$ cat src/rtl/bet_pkg.sv
`timescale 1ns / 1ps
// -----------------------------------------------------------------------------
// bet_pkg: shared types and codes for the burst event trigger
// Time width, register indexes, mode codes and sequencer states.
// -----------------------------------------------------------------------------
package bet_pkg;

   localparam int TIME_W = 32;
   localparam int CNT_W  = $clog2(TIME_W);
   localparam int IDX_W  = 3;
   localparam int MODE_W = 3;

   typedef logic [TIME_W-1:0] time_type;
   typedef logic [TIME_W:0]   wide_time_type;
   typedef logic [MODE_W-1:0] mode_type;
   typedef logic [IDX_W-1:0]  idx_type;
   typedef logic [CNT_W-1:0]  cnt_type;

   // trigger modes
   localparam mode_type MODE_SINGLE      = 3'd0;
   localparam mode_type MODE_TRAIN       = 3'd1;
   localparam mode_type MODE_ONE_BURST   = 3'd2;
   localparam mode_type MODE_BURST_TRAIN = 3'd3;
   localparam mode_type MODE_LIMITED     = 3'd4;

   // register indexes
   localparam idx_type REG_MODE        = 3'd0;
   localparam idx_type REG_START_DELAY = 3'd1;
   localparam idx_type REG_EVENT_IVAL  = 3'd2;
   localparam idx_type REG_BURST_LEN   = 3'd3;
   localparam idx_type REG_BURST_PER   = 3'd4;
   localparam idx_type REG_TRAIN_LEN   = 3'd5;

   typedef enum logic [2:0] {
      ST_IDLE,
      ST_CHECK,
      ST_DIV,
      ST_PHASE,
      ST_GAP,
      ST_SUM,
      ST_LIMIT,
      ST_OUT
   } state_type;

endpackage

$ cat src/rtl/burst_event_trigger.sv
`timescale 1ns / 1ps
// -----------------------------------------------------------------------------
// burst_event_trigger: event and burst-train trigger on a tick clock
// Fires when the current time reaches the next event time, then plans the
// following event with a shared bit-serial remainder unit.
// -----------------------------------------------------------------------------
//
//   channel   ports                            direction   word
//   req       req_valid/ready, req_now_ticks   in          current time
//   rsp       rsp_valid/ready, rsp_fire,       out         fire and exhausted
//             rsp_exhausted
//   csr       csr_valid/ready, csr_index,      in          register write
//             csr_data
//
// A word that does not fire goes from the check straight to the result register.
// A firing word in modes 1 and 2 makes one pass of the shared restoring
// divider for its remainder (plus the burst end check in mode 2); in modes 3
// and 4 a word may need a second pass of the divider.
// req_ready is high only while the sequencer is idle; a finished result can
// wait in the output register while the next word is taken.
// csr_ready is always high. Reset is synchronous and re-arms the trigger.
//
module burst_event_trigger (
   input  logic               clock,
   input  logic               reset,
   input  logic               req_valid,
   output logic               req_ready,
   input  bet_pkg::time_type  req_now_ticks,
   output logic               rsp_valid,
   input  logic               rsp_ready,
   output logic               rsp_fire,
   output logic               rsp_exhausted,
   input  logic               csr_valid,
   output logic               csr_ready,
   input  bet_pkg::idx_type   csr_index,
   input  bet_pkg::time_type  csr_data
);
   import bet_pkg::*;

   state_type     state_ff, state_in;
   mode_type      mode_ff, mode_in;
   time_type      start_ff, start_in;
   time_type      ival_ff, ival_in;
   time_type      blen_ff, blen_in;
   time_type      bper_ff, bper_in;
   time_type      tlen_ff, tlen_in;
   time_type      next_ff, next_in;
   logic          never_ff, never_in;
   time_type      now_ff, now_in;
   time_type      dvd_ff, dvd_in;
   time_type      dsr_ff, dsr_in;
   time_type      rem_ff, rem_in;
   time_type      gap_ff, gap_in;
   wide_time_type limit_ff, limit_in;
   cnt_type       cnt_ff, cnt_in;
   logic          pass2_ff, pass2_in;
   logic          fire_ff, fire_in;
   logic          rsp_valid_ff, rsp_valid_in;
   logic          rsp_fire_ff, rsp_fire_in;
   logic          rsp_exh_ff, rsp_exh_in;

   logic          req_acc, csr_wr, out_free;
   logic          hit, early, use_ival, has_limit, div_last, in_burst, over_limit;
   wide_time_type trial, diff, sum;
   time_type      rem_step;
   mode_type      csr_mode;

   assign req_ready     = (state_ff == ST_IDLE);
   assign csr_ready     = 1'b1;
   assign rsp_valid     = rsp_valid_ff;
   assign rsp_fire      = rsp_fire_ff;
   assign rsp_exhausted = rsp_exh_ff;

   assign req_acc  = req_valid && req_ready;
   assign csr_wr   = csr_valid && csr_ready;
   assign out_free = !rsp_valid_ff || rsp_ready;

   assign hit       = !never_ff && (now_ff >= next_ff);
   assign early     = now_ff < start_ff;
   assign use_ival  = (mode_ff == MODE_TRAIN) || (mode_ff == MODE_ONE_BURST);
   assign has_limit = (mode_ff == MODE_ONE_BURST) || (mode_ff == MODE_LIMITED);
   assign div_last  = (cnt_ff == cnt_type'(TIME_W - 1));
   // still inside the burst when phase + interval fits in the burst length
   assign in_burst  = ({1'b0, rem_ff} + {1'b0, ival_ff}) <= {1'b0, blen_ff};
   assign over_limit = {1'b0, next_ff} > limit_ff;
   assign sum       = {1'b0, now_ff} + {1'b0, gap_ff};
   assign csr_mode  = (csr_data[MODE_W-1:0] > MODE_LIMITED) ? MODE_LIMITED
                                                           : csr_data[MODE_W-1:0];

   // one restoring step: remainder stays below the divisor
   assign trial    = {rem_ff, dvd_ff[TIME_W-1]};
   assign diff     = trial - {1'b0, dsr_ff};
   assign rem_step = diff[TIME_W] ? trial[TIME_W-1:0] : diff[TIME_W-1:0];

   // next state
   always_comb begin
      state_in = state_ff;
      case (state_ff)
         ST_IDLE: begin
            if (req_acc) state_in = ST_CHECK;
         end
         ST_CHECK: begin
            if (!hit || early || (mode_ff == MODE_SINGLE)) state_in = ST_OUT;
            else state_in = ST_DIV;
         end
         ST_DIV: begin
            if (div_last) state_in = (pass2_ff || use_ival) ? ST_GAP : ST_PHASE;
         end
         ST_PHASE: begin
            state_in = in_burst ? ST_DIV : ST_GAP;
         end
         ST_GAP: begin
            state_in = ST_SUM;
         end
         ST_SUM: begin
            if (sum[TIME_W] || !has_limit) state_in = ST_OUT;
            else state_in = ST_LIMIT;
         end
         ST_LIMIT: begin
            state_in = ST_OUT;
         end
         ST_OUT: begin
            if (out_free) state_in = ST_IDLE;
         end
         default: begin
            state_in = ST_IDLE;
         end
      endcase
   end

   // datapath and outputs
   always_comb begin
      mode_in      = mode_ff;
      start_in     = start_ff;
      ival_in      = ival_ff;
      blen_in      = blen_ff;
      bper_in      = bper_ff;
      tlen_in      = tlen_ff;
      next_in      = next_ff;
      never_in     = never_ff;
      now_in       = now_ff;
      dvd_in       = dvd_ff;
      dsr_in       = dsr_ff;
      rem_in       = rem_ff;
      gap_in       = gap_ff;
      limit_in     = limit_ff;
      cnt_in       = cnt_ff;
      pass2_in     = pass2_ff;
      fire_in      = fire_ff;
      rsp_valid_in = rsp_valid_ff && !rsp_ready;
      rsp_fire_in  = rsp_fire_ff;
      rsp_exh_in   = rsp_exh_ff;

      case (state_ff)
         ST_IDLE: begin
            if (req_acc) now_in = req_now_ticks;
         end
         ST_CHECK: begin
            fire_in = hit;
            if (hit) begin
               if (early) begin
                  next_in = start_ff;
               end else if (mode_ff == MODE_SINGLE) begin
                  never_in = 1'b1;
               end else begin
                  dvd_in   = now_ff - start_ff;
                  dsr_in   = use_ival ? ival_ff : bper_ff;
                  rem_in   = '0;
                  cnt_in   = '0;
                  pass2_in = 1'b0;
                  limit_in = {1'b0, start_ff} +
                             {1'b0, (mode_ff == MODE_ONE_BURST) ? blen_ff : tlen_ff};
               end
            end
         end
         ST_DIV: begin
            rem_in = rem_step;
            dvd_in = {dvd_ff[TIME_W-2:0], 1'b0};
            cnt_in = cnt_ff + cnt_type'(1);
         end
         ST_PHASE: begin
            // phase inside the burst: next event is one interval step away
            if (in_burst) begin
               dvd_in   = rem_ff;
               dsr_in   = ival_ff;
               rem_in   = '0;
               cnt_in   = '0;
               pass2_in = 1'b1;
            end
         end
         ST_GAP: begin
            gap_in = dsr_ff - rem_ff;
         end
         ST_SUM: begin
            if (sum[TIME_W]) never_in = 1'b1;
            else next_in = sum[TIME_W-1:0];
         end
         ST_LIMIT: begin
            if (over_limit) never_in = 1'b1;
         end
         ST_OUT: begin
            if (out_free) begin
               rsp_valid_in = 1'b1;
               rsp_fire_in  = fire_ff;
               rsp_exh_in   = never_ff;
            end
         end
         default: begin
         end
      endcase

      // a write to any defined register (index up to REG_TRAIN_LEN) re-arms the trigger
      if (csr_wr) begin
         case (csr_index)
            REG_MODE:        mode_in  = csr_mode;
            REG_START_DELAY: start_in = csr_data;
            REG_EVENT_IVAL:  ival_in  = (csr_data == '0) ? time_type'(1) : csr_data;
            REG_BURST_LEN:   blen_in  = csr_data;
            REG_BURST_PER:   bper_in  = (csr_data == '0) ? time_type'(1) : csr_data;
            REG_TRAIN_LEN:   tlen_in  = csr_data;
            default: begin
            end
         endcase
         if (csr_index <= REG_TRAIN_LEN) begin
            next_in  = start_in;
            never_in = 1'b0;
         end
      end
   end

   always_ff @(posedge clock) begin
      if (reset) begin
         state_ff     <= ST_IDLE;
         mode_ff      <= MODE_SINGLE;
         start_ff     <= '0;
         ival_ff      <= time_type'(1);
         blen_ff      <= '0;
         bper_ff      <= time_type'(1);
         tlen_ff      <= '0;
         next_ff      <= '0;
         never_ff     <= 1'b0;
         cnt_ff       <= '0;
         pass2_ff     <= 1'b0;
         fire_ff      <= 1'b0;
         rsp_valid_ff <= 1'b0;
      end else begin
         state_ff     <= state_in;
         mode_ff      <= mode_in;
         start_ff     <= start_in;
         ival_ff      <= ival_in;
         blen_ff      <= blen_in;
         bper_ff      <= bper_in;
         tlen_ff      <= tlen_in;
         next_ff      <= next_in;
         never_ff     <= never_in;
         cnt_ff       <= cnt_in;
         pass2_ff     <= pass2_in;
         fire_ff      <= fire_in;
         rsp_valid_ff <= rsp_valid_in;
      end
      now_ff      <= now_in;
      dvd_ff      <= dvd_in;
      dsr_ff      <= dsr_in;
      rem_ff      <= rem_in;
      gap_ff      <= gap_in;
      limit_ff    <= limit_in;
      rsp_fire_ff <= rsp_fire_in;
      rsp_exh_ff  <= rsp_exh_in;
   end

   // exhausted sticks until a register write re-arms
   a_never_sticky: assert property (@(posedge clock) disable iff (reset)
      (never_ff && !csr_wr) |=> never_ff)
      else $error("exhausted flag cleared without a register write");

   a_rem_bound: assert property (@(posedge clock) disable iff (reset)
      (state_ff == ST_DIV) |-> (rem_ff < dsr_ff))
      else $error("divider remainder not below divisor");

   a_next_monotonic: assert property (@(posedge clock) disable iff (reset)
      !csr_wr |=> (next_ff >= $past(next_ff)))
      else $error("next event time moved backward");

   a_accept_check: assert property (@(posedge clock) disable iff (reset)
      req_acc |=> (state_ff == ST_CHECK))
      else $error("accepted word did not enter check");

endmodule
$ cat config.mk
export PLATFORM = sky130hd
export DESIGN_NAME = burst_event_trigger
export DESIGN_NICKNAME = d
export VERILOG_FILES = /design/src/rtl/bet_pkg.sv /design/src/rtl/burst_event_trigger.sv
export SDC_FILE = /design/constraint.sdc
export NUM_CORES = 1
export LEC_CHECK = 0
export BUFFER_PORTS_ARGS = -buffer_cell sky130_fd_sc_hd__clkbuf_2
export CAP_MARGIN = 40
export CORE_UTILIZATION = 62
export CTS_CLUSTER_SIZE = 24
export DETAILED_ROUTE_END_ITERATION = 8
export HOLD_SLACK_MARGIN = 0.05
export PLACE_DENSITY_LB_ADDON = 0.15
export SYNTH_ARGS = -nofsm -noshare
export SYNTH_HDL_FRONTEND = slang
export SYNTH_SLANG_ARGS = --single-unit
$ cat constraint.sdc
create_clock -name clock -period 10.34 [get_ports clock]
set_clock_uncertainty 0.05 [all_clocks]
set_input_delay 1.034 -clock clock [delete_from_list [all_inputs] [get_ports clock]]
set_output_delay 1.034 -clock clock [all_outputs]
set_load 0.02 [all_outputs]
Word level (Yosys, flattened, before mapping) --
Index checks and enable logic that the tools add are counted.
Cells by class: reductions and logical operators 32, add/subtract/negate cells 7, magnitude comparators 6, equality and inequality tests 23, multiplexer cells 55, bitwise logic cells 2
Operators by type and width (count):
- 2-to-1 mux 32 bit | 22
- case mux 32 bit (3 select lines) | 2
- case mux 32 bit (2 select lines) | 2
- adder 32 x 32 -> 33 bit | 3
- subtractor 32 bit | 2
- > comparator 32 x 33 -> 1 bit | 1
- <= comparator 33 x 32 -> 1 bit | 1
- subtractor 33 x 32 -> 33 bit | 1
- greater-or-equal comparator 32 bit | 1
- zero test 32 bit | 1
- less-than comparator 32 bit | 1
- case mux 3 bit (8 select lines) | 1
- == test 3 bit (second input constant) | 7
- 2-to-1 mux 3 bit | 7
- 2-to-1 mux 5 bit | 4
- == test 3 x 2 -> 1 bit (second input constant) | 5
- case mux 5 bit (3 select lines) | 1
- 2-to-1 mux 1 bit | 14
- AND reduction 2 bit | 7
- inequality test 2 bit (second input constant) | 6
- AND reduction 5 bit | 2
- == test 3 x 1 -> 1 bit (second input constant) | 3
- zero test 3 bit | 3
- logical OR 1 bit | 7
- other kinds (14) | 21
Word-level totals: output and inout port bits 5, input bits 72, word-level logic and storage cells 146, register bits 402

Longest topological paths before layout --
depth after elaboration 7, depth in mapped cells 23, depth with buffers taken out 23

Least setup slack after synthesis --
OpenSTA, ideal clock, no wires.
path kind flip-flop to flip-flop, start point register rem_ff[0], end point register cnt_ff[0], setup slack 3.527 ns, buffers on the path 0, setup time 0.296 ns, cell stages (with the launch flop) 24, data arrival time 6.467 ns, cell sequence edfxtp_1 -> ha_1 -> inv_1 -> fa_1 -> nor2b_1 -> o21a_1 -> o21ai_0 -> a211oi_1 -> o211ai_1 -> nand2_1 -> o31ai_1 -> nor3_1 -> a2111oi_0 -> xnor2_1 -> ha_1 -> nand4_1 -> nor4_1 -> nand3_1 -> o21ai_0 -> a21oi_1 -> a221oi_1 -> nand3_1 -> o211ai_1 -> o21ai_0
Between the ends: longest elaborated chain between the ends 4
RTL lines:
- start, declared | RTL line burst_event_trigger.sv:52 | time_type rem_ff, rem_in;
- start signal, assigned | RTL line burst_event_trigger.sv:264 | rem_ff <= rem_in;
- adder 32 x 32 -> 33 bit | RTL line burst_event_trigger.sv:84 | assign in_burst = ({1'b0, rem_ff} + {1'b0, ival_ff}) <= {1'b0, blen_ff};
- <= comparator 33 x 32 -> 1 bit | RTL line burst_event_trigger.sv:84
- inequality test 2 bit (no line)
- AND reduction 5 bit (no line)
- end signal, assigned | RTL line burst_event_trigger.sv:256 | cnt_ff <= cnt_in;
- end, declared | RTL line burst_event_trigger.sv:55 | cnt_type cnt_ff, cnt_in;
No other way between the ends. A chain may end at the register's enable or synchronous reset.

Final worst setup path --
start point register rem_ff[1], end point register dvd_ff[4], enable pin
Between the ends: longest elaborated chain between the ends 4
RTL lines:
- adder 32 x 32 -> 33 bit | RTL line burst_event_trigger.sv:84
- <= comparator 33 x 32 -> 1 bit | RTL line burst_event_trigger.sv:84
- inequality test 2 bit (no line)
- AND reduction 5 bit (no line)
- end signal, assigned | RTL line burst_event_trigger.sv:262 | dvd_ff <= dvd_in;
- end, declared | RTL line burst_event_trigger.sv:50 | time_type dvd_ff, dvd_in;
No other way between the ends.

==> flow_metrics.py <==
metrics = {
    "power": {
        "power.static_leakage_uw": 0.0126,
        "clockPowerShare_pct": 27.8,
        "p_sw_uw": 2110,
        "power_density_nw_per_um2": 186,
        "p_seq_share_pct": 35.7,
        "pwr-share-comb_pct": 36.5,
        "cell_internal_pwr_uw": 3600,
        "swShare_pct": 36.9,
        "irDropWorstVdd_v": 0.000180,
    },
    "finish": {
        "drive_above_1_share_pct": 9.12,
        "syn_to_final_growth_pct": 8.64,
        "seqCellArea_um2": 10000,
        "multi_input_area_um2": 16900,
        "nFillCells": 3669,
        "diodes": 0,
        "final_nets": 3643,
    },
    "global_routing": {
        "grt_pass1_wl_um": 137000,
        "grt_pass1_vias": 24400,
        "grt_max_degree": 83,
        "grt_usage_pct": 38.2,
        "antenna_found_initial": 1,
        "overflow": 0,
    },
    "timing": {
        "worst_pin_slew_ns": 0.959,
        "rsz0062_at_grt": "no",
        "setup_viol": 0,
        "fin_crit_ns": 6.77,
        "fin_crit_sh_pct": 65.5,
        "max_slew_margin_pct": 35.5,
        "fin_tns_setup_ns": 0,
        "drv_slew": 0,
        "fmax_ghz": 0.148,
        "timing.final.ws_setup_ns": 3.57,
        "hold_viol": 0,
    },
    "cts": {
        "cts_sinks": 402,
        "postCtsHoldBufs": 0,
        "numCtsBuffers": 45,
        "cts-root-buf": "clkbuf_16",
        "post-cts-setup-buffer-count": 0,
        "cts_tree": "done",
        "clk_transition_reported_paths_ns": 0.06,
        "cts_buffer_depth": 3,
        "h-tree-depth": 2,
        "cts.repair.resized": 0,
        "clock_latency_ns": 0.59,
    },
    "route": {
        "routed_wl_um": 89300,
        "vias": 25000,
        "drc": 0,
        "vias_per_cell": 6.41,
        "routedWlPerCell_um": 22.9,
        "drt_iter0_drc": 2221,
        "drtPass1Iterations": 6,
        "ant_nets": 0,
    },
    "placed_design": {
        "dp_hpwl_um": 67900,
        "routabilityCongestion": 1.00,
        "io_buffer_count": 75,
        "pre_cts_ws_ns": 3.82,
    },
    "worst_setup_path": {
        "arrival_ns": 6.94,
        "endpoint_kind": "register",
        "critPathMaxFanout": 52,
        "cp_slowest_cell": "o41ai_1",
        "crit_type": "reg -> reg",
        "crit_top_cell": "o211ai_1",
        "cp_slowest_stage_delay_ns": 0.81,
        "crit_required_ns": 10.51,
        "critPathLaunchType": "register",
        "cp_cell_sequence": "ha_1, a21o_1, a21oi_1, o21a_1, nor2_1, o41ai_1, a21oi_1, o211ai_1, o211ai_1, a221oi_1, xnor2_1, ha_1, a21oi_1, nand3b_1, a211oi_1, o211ai_1, a221oi_1, nand3_1, o211ai_1, buf_4",
    },
    "worst_hold_path": {
        "hp-class": "reg -> reg",
    },
    "die": {
        "die_w_um": 215,
        "num_io_pins": 77,
        "row_count": 77,
        "start_util_pct": 63.3,
        "coreArea_um2": 44600,
        "die_h_um": 215,
        "die_area_um2": 46400,
    },
    "synthesis": {
        "yosysSeqAreaShare_pct": 35.4,
        "synth_top_area_cell": "edfxtp_1",
        "synth_area_per_cell_um2": 8.70,
        "ys_warn_count": 0,
        "syn_nets": 3613,
        "synth-main-ff-cell": "dfxtp_1",
        "netlist_instances": 3246,
        "async_flop_share_pct": 0,
        "synth-edff-count": 195,
        "syn_area_um2": 28200,
        "ys_types": 80,
        "yosysTopAreaCellShare_pct": 20.7,
        "synth-seq-cells": 402,
        "synth_area_leaders": "edfxtp_1 (21%), dfxtp_1 (15%), ha_1 (13%), a21oi_1 (6.6%), nand2_1 (6.4%)",
    },
    "flow_run": {
        "drv_cap": 0,
    },
    "run_status": {
        "status": "finished clean",
    },
}
## layout by cell type (no fill, tap or decap), drive strengths merged, types with 7 or more instances in the layout
cell type  Yosys  layout
nor2         174     174
o22ai         19      19
mux2          68      68
clkinv         1      12
or3           15      15
nand2b        39      39
and3          18      18
xor2          44      44
nand2        478     478
nor2b         31      31
or2            9       9
o31ai         16      16
clkbuf       102     144
inv          251     252
nand3         67      67
nand4         38      38
buf           21      32
a221oi        52      52
o211ai        21      21
a21oi        375     375
nand3b         8       8
o21bai        24      24
nor4          19      19
a2111oi        9       9
xnor2        118     118
mux2i         51      51
a31oi         28      28
nor3          41      41
a31o           8       8
o21a          29      29
a211o          8       8
o21ai        143     143
o31a           8       8
and2           7       7
dfxtp        207     207
a21o         117     117
edfxtp       195     195
ha           289     289
a211oi        30      30
a21boi         7       7
## metal layers
metal / wire length, um / GRT usage, % / part of all wire (%) / up-vias
met3: 5830 / 5.45 / 6.5 / 311
met2: 42100 / 63.7 / 47 / 1024
met1: 34800 / 45.9 / 39 / 12000
met5: 13 / 0 / 0.015 / -
li1: - / - / - / 11700
met4: 6540 / 25.6 / 7.3 / 2
## through the flow
stage	utilization, %	instances	hold slack [ns]	area [um^2]	total power (uW)
floorplan	-	3246	0.358	28200	3500
global placement	65.3	3815	0.377	29100	4020
detailed placement	65.5	3821	0.380	29200	4100
CTS	68.8	3905	0.403	30700	5680
global route	68.8	3905	0.420	30700	5970
finish	68.8	3905	0.402	30700	5700
## cell type report
cell class | count | area share, %
clock buffers | 70 | 4.45
clock inverters | 14 | 0.241
inverters | 252 | 3.08
repair buffers | 106 | 2.23
flip-flops and latches | 402 | 32.6
multi-input cells | 2469 | 55.0
well taps | 592 | 2.41
## cells in the mapped netlist, drive strengths merged (28+ instances only)
library cell,instances
clkbuf,102
mux2,68
nor2b,31
a21o,117
a221oi,52
nand2,478
a21oi,375
nand4,38
xnor2,118
nand2b,39
dfxtp,207
nor2,174
mux2i,51
o21ai,143
nand3,67
xor2,44
a211oi,30
a31oi,28
nor3,41
o21a,29
ha,289
edfxtp,195
inv,251
## state kept, by name, indices dropped and copies added (netlist names), 3 cells and up
| register | count |
|---|---|
| blen_ff | 32 |
| limit_ff | 33 |
| cnt_ff | 5 |
| bper_ff | 32 |
| rem_ff | 32 |
| ival_ff | 32 |
| next_ff | 32 |
| dvd_ff | 32 |
| tlen_ff | 32 |
| start_ff | 32 |
| state_ff | 3 |
| mode_ff | 3 |
| now_ff | 32 |
| dsr_ff | 32 |
| gap_ff | 32 |
## worst max-delay path, delay by kind of cell (launching register included)
family          cells  cell delay (ns)
flops               1             0.47
simple gates        3             0.37
xor+xnor            1             0.18
compound gates     13             4.06
fa+ha+maj           2             0.58
buf+inv             1             0.62
## power groups by stage
stage | Combinational, uW | Sequential [uW] | Clock [uW]
2_1_floorplan | 1500 | 2000 | 0
3_3_place_gp | 1960 | 2060 | 0
3_5_place_dp | 2030 | 2070 | 0
4_1_cts | 2050 | 2030 | 1600
5_1_grt | 2270 | 2050 | 1650
6_report | 2080 | 2040 | 1590
## logic make-up (layout without fill, tap and decap cells)
logic type	count (synthesis)	after routing	share of synthesized area, %
flip-flops	402	402	35.4
other	1	1	0.0133
buffers and inverters	375	442	5.12
AND/OR/NAND/NOR	963	963	15.3
multiplexers	119	119	4.52
adder cells (fa/ha/maj)	295	295	13.2
XOR/XNOR	162	162	5.02
AO/OA/AOI/OAI	929	929	21.4
## worst paths after layout
check / from / to / slack (ns) / cells after the start
max: rem_ff[1] / dvd_ff[4] / 3.57 / 20
min reg2reg: tlen_ff[18] / tlen_ff[18] / 0.40 / 2
max reg2reg: rem_ff[1] / dvd_ff[4] / 3.57 / 20
min: tlen_ff[18] / tlen_ff[18] / 0.40 / 2
Note: power is estimated with default switching activity, not from simulation.
